### src/spcp_delay.sv
// Delay line with a shared advance enable, used to align side data with the dividers.
// No dependencies.
`default_nettype none
module spcp_delay #(
  parameter int W     = 8,
  parameter int DEPTH = 2
) (
  input  wire logic         clk,
  input  wire logic         en,
  input  wire logic [W-1:0] d,
  output logic      [W-1:0] q
);

  logic [W-1:0] taps [DEPTH];

  always_ff @(posedge clk) begin
    if (en) begin
      taps[0] <= d;
      for (int i = 1; i < DEPTH; i++) begin
        taps[i] <= taps[i-1];
      end
    end
  end

  assign q = taps[DEPTH-1];

endmodule
`default_nettype wire

### config.mk
export PLATFORM = sky130hd
export DESIGN_NAME = spcp_delay
export DESIGN_NICKNAME = d
export VERILOG_FILES = /design/src/spcp_delay.sv
export SDC_FILE = /design/constraint.sdc
export NUM_CORES = 1
export LEC_CHECK = 0
export ABC_AREA = 1
export BUFFER_PORTS_ARGS = -buffer_cell sky130_fd_sc_hd__buf_2
export CAP_MARGIN = 20
export CORE_AREA = 3 3 40 42
export DETAILED_ROUTE_END_ITERATION = 8
export DIE_AREA = 0 0 43 45
export PLACE_DENSITY = 0.67
export SLEW_MARGIN = 20
export SYNTH_ARGS = -nofsm -noshare
export SYNTH_HDL_FRONTEND = slang
export SYNTH_SLANG_ARGS = --single-unit
### constraint.sdc
create_clock -name clk -period 0.8 [get_ports clk]
set_input_delay 0.08 -clock clk [delete_from_list [all_inputs] [get_ports clk]]
set_output_delay 0.08 -clock clk [all_outputs]
set_load 0.005 [all_outputs]
### Yosys cells after proc, flatten, opt, wreduce, memory -nomap -nowiden

Memories as Yosys holds them, arrays and structs flattened.
Cells that the tools add are included.

* muxes and demuxes: 2

Operators by type and width (count)
* 1-bit 2-to-1 mux: 2

* memory bits (writable): 16
* output and inout port bits: 8
* register bits: 0
* word-level logic and storage cells: 3
* memories: 1

Memories
* taps: depth 2, bits a word 8, rd ports 2, clocked after Yosys merged registers in 0, write ports 2, line 14 `logic [W-1:0] taps [DEPTH];`

### Logic depth before layout (Yosys ltp)

* word-level depth: 2
* gate-level depth with buffers: 1

### Worst setup path after synthesis

No wires, ideal clock.

* kind: reg-to-reg
* start point: memory taps[0][2]
* end point: memory taps[1][2], in the netlist taps[0][10] (data pin)
* path slack: 0.211 ns
* buffers on the path: 0
* clock period less this slack: 0.589 ns
* library setup time: 0.266 ns
* cell stages (with the launch flop): 1
* data arrival time: 0.323 ns
* cell sequence: edfxtp_1

RTL lines (line)
* from (decl): 14

==> qor.yml <==
worst_setup_path:
  crit_start: "taps[0][10]"
  crit_arrival_ps: 770
  cp_cell_sequence: "buf_2"
  start_kind: "flip-flop"
  critPathRequiredTime_ps: 720
  slowest_stage: "edfxtp_1"
  worstRegToRegCells: 0
  reg2reg_slack_ps: 180
  r2r_start: "taps[0][4]"
  crit_end: "q[2]"
  worst-path-stages: 1
  worst-setup-path-type: "reg2out"
  path_max_fanout: 1
  cp_slowest_stage_delay_ps: 370
  endpoint_kind: "primary output"
  path_buf_inv: 1
  rr_endpoint: "taps[0][12]"
  cp_top_family: "flip-flops"
outcome:
  status: "finished with violations"
  violations: "negative setup slack"
detailed_routing:
  wire_per_inst_um: 9.650
  drt_iter0_markers: 9
  route.detailed.drc: 0
  num_vias: 233
  firstDrtPassIters: 2
  routed_wl_um: 579
  ant_nets: 0
  avgViaCountPerCell: 3.883
timing:
  rsz0062_at_grt: "yes"
  slew_violations: 0
  setup_violations: 8
  period_minus_slack_ps: 849.7
  slew_headroom_pct: 78.30
  period_share_pct: 106.2
  worst_clock_skew_ps: 0.3590
  fmax_mhz: 1177
  tns_ps: -276.3
  hold_viol: 0
  fin_ws_ps: -49.75
  tightest_slew_ps: 325.5
flow_run:
  drv_cap: 0
cts:
  clock_latency_ps: 270
  clock_path_buffers: 2
  cts_resized: 0
  post-cts-setup-buffers: 0
  cts_tree: "yes"
  cts_buffers: 3
  clk_pin_slew_worst_paths_ps: 80
  htree_num_levels: 1
  cts.sinks: 16
  root_buffer: "clkbuf_4"
floorplan:
  rows: 13
  ios: 18
  die_h_um: 45
  dieArea_mm2: 0.001935
  core_area_mm2: 0.001285
  initial_core_util_pct: 42.06
  die_x_um: 43
pwr:
  power.density_mw_per_mm2: 2151
  total_power_mw: 1.485
  p_leak_nw: 0.2723
  ir_drop_mv: 0.9354
global_route:
  grt_overflow_total: 0
  grt_max_degree: 17
  grt_pass1_wl_um: 945
  grt_antenna_before_repair: 0
  first_global_vias: 238
  track_usage_pct: 7.455
cells_and_area:
  multiInputGateArea_um2: 0
  final_cells: 60
  finish.utilization_pct: 53.75
  largest_register: "taps"
  top_regs: "taps x16"
  area_delta_synth_final_pct: 27.78
  largest_reg_flops: 16
  diodes: 0
  final_cell_mix: "buf_2 (17), edfxtp_1 (16), dlygate4sd3_1 (8)"
  final_common_cell: "buf_2"
  multi_input_gates: 0
  drive_gt1_share_pct: 44.44
  layout.nets: 56
placement:
  placed_cells: 48
  place_congestion: 0.6084
  io_buffers: 17
worst_hold_path:
  min_delay_path_depth: 1
  hold_class: "in2reg"
synth:
  yosysTopAreaCell: "edfxtp_1"
  ys_types: 2
  postSynthNetCount: 34
  synth_top_cell_area_share_pct: 88.89
  synthTopCellsByArea: "edfxtp_1 (89%), buf_4 (11%)"
  syn-cell-area_um2: 540.5
  synth_area_per_cell_um2: 22.52
  syn_inst: 24
  yosys_warnings: 0
  seq_area_frac_synth_pct: 88.89
  ys_ff_latch: 16
-- area by class of cell --
type / instances / area (um^2)
Timing Repair Buffer: 25 / 165.2
Fill cell: 99 / 594.3
Clock inverter: 1 / 3.754
Sequential cell: 16 / 480.5
Clock buffer: 3 / 22.52
Tap cell: 15 / 18.77
-- where the power goes --
part           internal (mW)  switching (mW)  total, mW
sequential             0.992          0.0114       1.00
combinational         0.0571          0.0358     0.0930
clock                  0.180           0.208      0.389
total                   1.23           0.256       1.49
-- synthesized netlist by cell type, drive strengths merged --
library cell	number
edfxtp	16
buf	8
-- stage by stage --
| stage | hold slack, ps | cell area (um^2) | worst slack (ps) |
|---|---|---|---|
| 5_1_grt | 212.9 | 690.7 | -120.0 |
| 4_1_cts | 217.2 | 690.7 | -76.96 |
| 6_report | 224.4 | 690.7 | -49.75 |
| 3_3_place_gp | 256.4 | 584.3 | 108.8 |
| 2_1_floorplan | 178.9 | 540.5 | 211.2 |
| 3_5_place_dp | 258.1 | 584.3 | 80.31 |
-- timing repair --
| item | in CTS | in global routing |
|---|---|---|
| hold buffers | 8 | 0 |
| setup endpoints to repair | 8 | 8 |
| hold endpoints to repair | 8 | 0 |
-- metal layers --
metal  part of all wire (%)  global-route usage (%)  vias to the layer above
li1                       -                       -                      123
met1                     34                   6.299                       96
met2                     54                   12.28                       14
met3                     12                   3.984                        0
met4                      0                   7.229                        0
met5                      0                       0                        -
-- cells by family after synthesis --
kind of cell,Yosys count,synth area share [%]
buf+inv,8,11.11
flops,16,88.89
-- how the worst min path moves through the flow --
stage / from / endpoint / slack [ps]
6_report: en / taps[0][2] / 220
5_1_grt: en / taps[0][7] / 210
4_1_cts: en / taps[0][3] / 220
3_5_place_dp: d[0] / taps[0][0] / 260
3_3_place_gp: d[1] / taps[0][1] / 260
2_1_floorplan: d[0] / taps[0][0] / 180
(Power assumes the default switching activity.)
