**src/spcp_div.sv**
```systemverilog
// Pipelined restoring divider giving num/den clamped to [0,1] with QB fraction bits.
// No dependencies.
`default_nettype none
module spcp_div #(
  parameter int W  = 51,
  parameter int QB = 16
) (
  input  wire logic                clk,
  input  wire logic                en,
  input  wire logic signed [W-1:0] num,
  input  wire logic signed [W-1:0] den,
  output logic             [QB:0]  q
);

  logic signed [W-1:0] n0;
  logic signed [W-1:0] d0;
  logic        [W-2:0] rem [QB+1];
  logic        [W-2:0] dv  [QB+1];
  logic        [QB-1:0] qv [QB+1];
  logic                zfv [QB+1];
  logic                ofv [QB+1];

  always_ff @(posedge clk) begin
    if (en) begin
      if (den[W-1]) begin
        n0 <= -num;
        d0 <= -den;
      end else begin
        n0 <= num;
        d0 <= den;
      end
      zfv[0] <= (d0 == '0) || n0[W-1] || (n0 == '0);
      ofv[0] <= (n0 >= d0);
      rem[0] <= n0[W-2:0];
      dv[0]  <= d0[W-2:0];
      qv[0]  <= '0;
    end
  end

  for (genvar k = 0; k < QB; k++) begin : g_iter
    logic [W-1:0] rem2;
    logic [W-1:0] diff;
    logic         ge;
    always_comb begin
      rem2 = {rem[k], 1'b0};
      diff = rem2 - {1'b0, dv[k]};
      ge   = (rem2 >= {1'b0, dv[k]});
    end
    always_ff @(posedge clk) begin
      if (en) begin
        rem[k+1] <= ge ? diff[W-2:0] : rem2[W-2:0];
        dv[k+1]  <= dv[k];
        qv[k+1]  <= {qv[k][QB-2:0], ge};
        zfv[k+1] <= zfv[k];
        ofv[k+1] <= ofv[k];
      end
    end
  end

  assign q = zfv[QB] ? '0 : (ofv[QB] ? {1'b1, {QB{1'b0}}} : {1'b0, qv[QB]});

endmodule
`default_nettype wire

```
**config.mk**
```make
export PLATFORM = sky130hd
export DESIGN_NAME = spcp_div
export DESIGN_NICKNAME = d
export VERILOG_FILES = /design/src/spcp_div.sv
export SDC_FILE = /design/constraint.sdc
export NUM_CORES = 2
export LEC_CHECK = 0
export BUFFER_PORTS_ARGS = -buffer_cell sky130_fd_sc_hd__buf_2
export CAP_MARGIN = 20
export CORE_MARGIN = 2
export CORE_UTILIZATION = 30
export CTS_CLUSTER_DIAMETER = 150
export DETAILED_ROUTE_END_ITERATION = 8
export PLACE_DENSITY = 0.48
export SYNTH_ARGS = -nofsm -noshare
export SYNTH_HDL_FRONTEND = slang
export SYNTH_SLANG_ARGS = --single-unit
```
**constraint.sdc**
```tcl
create_clock -name clk -period 4.1 [get_ports clk]
set_clock_uncertainty 0.15 [all_clocks]
set_input_delay 0.615 -clock clk [delete_from_list [all_inputs] [get_ports clk]]
set_output_delay 0.615 -clock clk [all_outputs]
set_load 0.005 [all_outputs]
```
* After elaboration in Yosys (flattened, before gate mapping)
Memory sizes are Yosys's and may differ from the RTL's.
Index checks and enable logic that the tools add are counted.
** Operators by class
- Add/sub/neg operators :: 18
- Order comparisons :: 17
- Multiplexer cells :: 22
- Reductions and logical operators :: 4
** Operator list (count)
- $mux 50 :: 17
- $ge 51x50->1 :: 16
- $sub 50x50->50 :: 16
- $logic_not 51->1 :: 2
- $neg 51->51 :: 2
- $ge 51x51->1 :: 1
- $mux 51 :: 1
- $mux 17 :: 2
- $logic_or 1x1->1 :: 2
- $mux 1 :: 2
** Storage, ports and cells
- Bits in registers :: 102
- Memory bits (writable) :: 2006
- Input port bits :: 104
- Memories kept :: 5
** Memory list
- dv :: depth 17, width 50, rd ports 16, clocked after memory_dff 0, write ports 17, line 18 : logic [W-2:0] dv [QB+1];
- rem :: depth 17, width 50, rd ports 16, clocked after memory_dff 0, write ports 17, line 17 : logic [W-2:0] rem [QB+1];
- qv :: depth 17, width 16, rd ports 17, clocked after memory_dff 0, write ports 17, line 19 : logic [QB-1:0] qv [QB+1];
- ofv :: depth 17, width 1, rd ports 17, clocked after memory_dff 0, write ports 17, line 21 : logic ofv [QB+1];
- zfv :: depth 17, width 1, rd ports 17, clocked after memory_dff 0, write ports 17, line 20 : logic zfv [QB+1];

* Longest topological paths before layout
- Word-level depth :: 3
- Gate-level depth with buffers :: 18
- Gate-level depth less buffers :: 14

* Worst setup path before layout
No wires, ideal clock.
- Kind :: flip-flop to flip-flop
- Start :: mem rem[0][13] (netlist bit)
- End :: mem rem[0][51] (netlist bit) (data pin)
- Library setup time :: 260 ps
- Arrival time :: 3596 ps
- Required time :: 3690 ps
- Setup slack :: 94 ps
- Stages on the path, launching flop included :: 15
- Buffers on the path :: 1
- Cells stage by stage :: edfxtp_1 > ha_1 > a21oi_1 > o21ai_0 > or3b_1 > a211oi_1 > o31ai_1 > a221oi_2 > o31a_2 > o31ai_4 > a31oi_2 > o21ai_2 > a21oi_4 > clkbuf_8 > mux2_2
** RTL lines (line)
- from (decl) :: 17

==> summary.txt <==
critical path capture point type = flop
Final min period = 4380 ps
count of final setup violators = 258
FMAX = 229 MHz
Mapped Area = 112000 µm²
Worst Setup SP = rem[0][100]
Fill cells = 35.9k
peak supply drop = 0.000386 V
post-synth top area cell = edfxtp_1
worst-margin pin slew = 1060 ps
number of CTS-inserted buffers = 222
Synth Area in Adders = 9.82%
largest cells by area after synthesis = edfxtp_1 50%, ha_1 9.5%, a21oi_1 4.3%
fraction of layout cells with a size suffix above 1 = 23.3%
drt via density = 4.87
Netlist cell types = 101
warnings from Yosys = 0
register area share after synthesis = 50.4%
top_reg_cell synth = edfxtp_1
Syn Nets = 11.4k
DRC viols = 0
startpoint types = flop
asr flop ratio synth = 0%
Critical Path Fanout Max = 7
register area = 56200 µm²
Hold Path Class = flop to flop
vias in the first global route = 88.8k
fin. max-slew vios = 0
EDFF count, synth = 1872
# Max-Cap Violations = 0
top-area cell type share of the netlist area = 50.4%
post-route setup slack = -275 ps
Mean Syn Cell Area = 10.7 µm²
H-tree Lvls = 4
LEAKAGE = 60.2 nW
Clock Path Buffers = 4
Ports = 121
nets = 13.3k
RSZ-0062 raised after global routing = yes
drt total wl = 337000 µm
1st-pass router iterations = 6
Power Dens Cells = 781 nW/µm²
failing checks = setup timing
largest net degree at the start of global routing = 176
mean routed wirelength per cell = 19.3 µm
main combinational cell family by area after synthesis = compound AO/OA/AOI/OAI gates
area grow syn2layout = 28.4%
status = complete, but fails checks
clk sink count = 1872
CTS tree = done
Synth Area in Simple Gates = 10.2%
mux contribution to synthesized area = 2.56%
Core Region = 371000 µm²
WS Path Type = flop to flop
Detail Placement HPWL = 257000 µm
clk_lat worst skew = 930 ps
vias = 85.2k
area of the multi-input gates = 52900 µm²
Tot Pwr = 112 mW
final worst path period share = 107%
antenna violations before repair = 3
Congestion Overflow GR = 0
Hold Startpoint = qv[9][2]
Worst Path Required = 4560 ps
Final Wtd Congestion = 0.956
first-pass GRT wire length = 507000 µm
Port Buffer Count = 120
Clock Pin Slew Worst Setup and Hold Paths = 60 ps
Root Driver = clkbuf_16
Overall Global Routing Usage = 17.2%
die area = 377000 µm²
Synth Area in Compound Gates = 16.2%
Max-slew headroom = 29.3%
Synth Area in XOR/XNOR = 6.13%
count of final hold-check violations = 0
final hold slack = 263 ps
post-route ant nets = 0
r2r startpoint = rem[0][100]
Die X-Extent = 614 µm
#FFs+latches synth = 1872
Initial Utilization = 30.1%
starting DRC count in detailed routing = 4618
row cnt = 224
Die Ht = 614 µm
Synth Instances = 10.4k
Critical Path AT = 4830 ps
flip-flops by register name, indices dropped and copies added, names as in the netlist:
register,count
rem,800
d0,51
ofv,17
qv,136
n0,51
zfv,17
dv,800
Yosys cell counts, drive strengths merged, types with 63 or more instances:
cell    instances
ha            852
nor2          607
nor3          125
and2           63
nor2b         109
o21ai         686
nand3         187
inv          1035
a21oi         966
edfxtp       1872
a31oi          99
and3           79
nand2b         96
a21o          484
mux2          246
nand4         189
nand2         765
o31ai          88
o21bai        115
clkbuf        260
o21a           78
buf            71
xor2          272
xnor2         509
per-layer routing:
metal | vias up | wire length, µm | track usage [%] | part of all wire [%]
li1 | 42000 | - | - | -
met1 | 40900 | 128000 | 18.4 | 38
met4 | 2 | 20300 | 8.11 | 6.0
met5 | - | 18 | 0 | 0.0053
met2 | 1554 | 180000 | 33.3 | 53
met3 | 763 | 8750 | 1.69 | 2.6
path summary, 6_finish.rpt:
path | endpoint | slack, ps | cells after the start
setup / recovery | rem[0][174] | -280 | 16
hold / removal | qv[10][3] | 260 | 0
hold reg to reg | qv[10][3] | 260 | 0
setup reg to reg | rem[0][174] | -280 | 16
critical path: stages, from the launching register on:
cell       delay [ps]
edfxtp_1          440
ha_4              300
nor2b_4           130
o31a_1            220
o31ai_4           100
o41a_1            500
buf_4             170
a2111oi_4         260
buf_4             200
nor4_4             50
o211a_1           260
o21ai_2           200
a41oi_2           170
o21ai_4           240
buf_12            180
buf_12            170
mux2_4            310
placed cells by master (no fill, tap or decap), types with 52 or more instances in the layout:
cell and n:
edfxtp_1 1872, buf_4 1592, inv_1 1026, a21oi_1 894
ha_1 832, nand2_1 740, nor2_1 581, o21ai_0 569
xnor2_1 507, a21o_1 481, xor2_1 271, clkbuf_16 242
nand4_1 189, mux2_2 184, nand3_1 182, buf_2 121
dlygate4sd3_1 119, o21bai_1 112, nor3_1 110, nor2b_1 100
nand2b_1 95, a31oi_1 80, and3_1 79, o21a_1 77
o21ai_2 66, buf_12 65, o31ai_1 64, mux2_4 62
a21oi_2 61, and2_1 60, nor4_1 52
cells by family after synthesis:
logic type | count (synthesis)
AO/OA/AOI/OAI | 2897
XOR/XNOR | 781
adder cells (fa/ha/maj) | 867
buffers and inverters | 1366
flip-flops | 1872
multiplexers | 255
AND/OR/NAND/NOR | 2402
report_power, final:
part           total, mW  leakage (nW)  internal [mW]  switching, mW
combinational       60.3          38.3           29.1           31.2
clock               20.0          3.52           11.8           8.19
sequential          31.6          18.3           28.5           3.19
final cells by class:
cell class	instances	area share (%)
Tap cell	4972	4.34
Inverter	1035	2.71
Antenna cell	2	0.00349
Clock inverter	136	1.04
Sequential cell	1872	39.2
Clock buffer	269	4.04
Multi-Input combinational cell	7202	36.9
Timing Repair Buffer	1999	11.8
through the flow:
stage	worst slack, ps	instances	TNS, ps	utilization (%)	cell area (µm²)
2_1_floorplan	94.1	10400	0	-	112000
3_3_place_gp	-792	16800	-238950	34.9	130000
3_5_place_dp	-695	16800	-244230	34.9	130000
4_1_cts	-363	17400	-67520	37.8	140000
5_1_grt	-418	17500	-97370	38.6	143000
6_report	-275	17500	-30990	38.6	143000
what timing repair did:
action | CTS | global route
setup endpoints to repair | 760 | 731
cloned | 19 | 23
gates resized for setup | 283 | 486
hold buffers | 119 | 0
endpoints found under the hold margin | 102 | 0
pin swaps | 83 | 156
setup buffers | 57 | 84
Note: power is estimated with default switching activity, not from simulation.
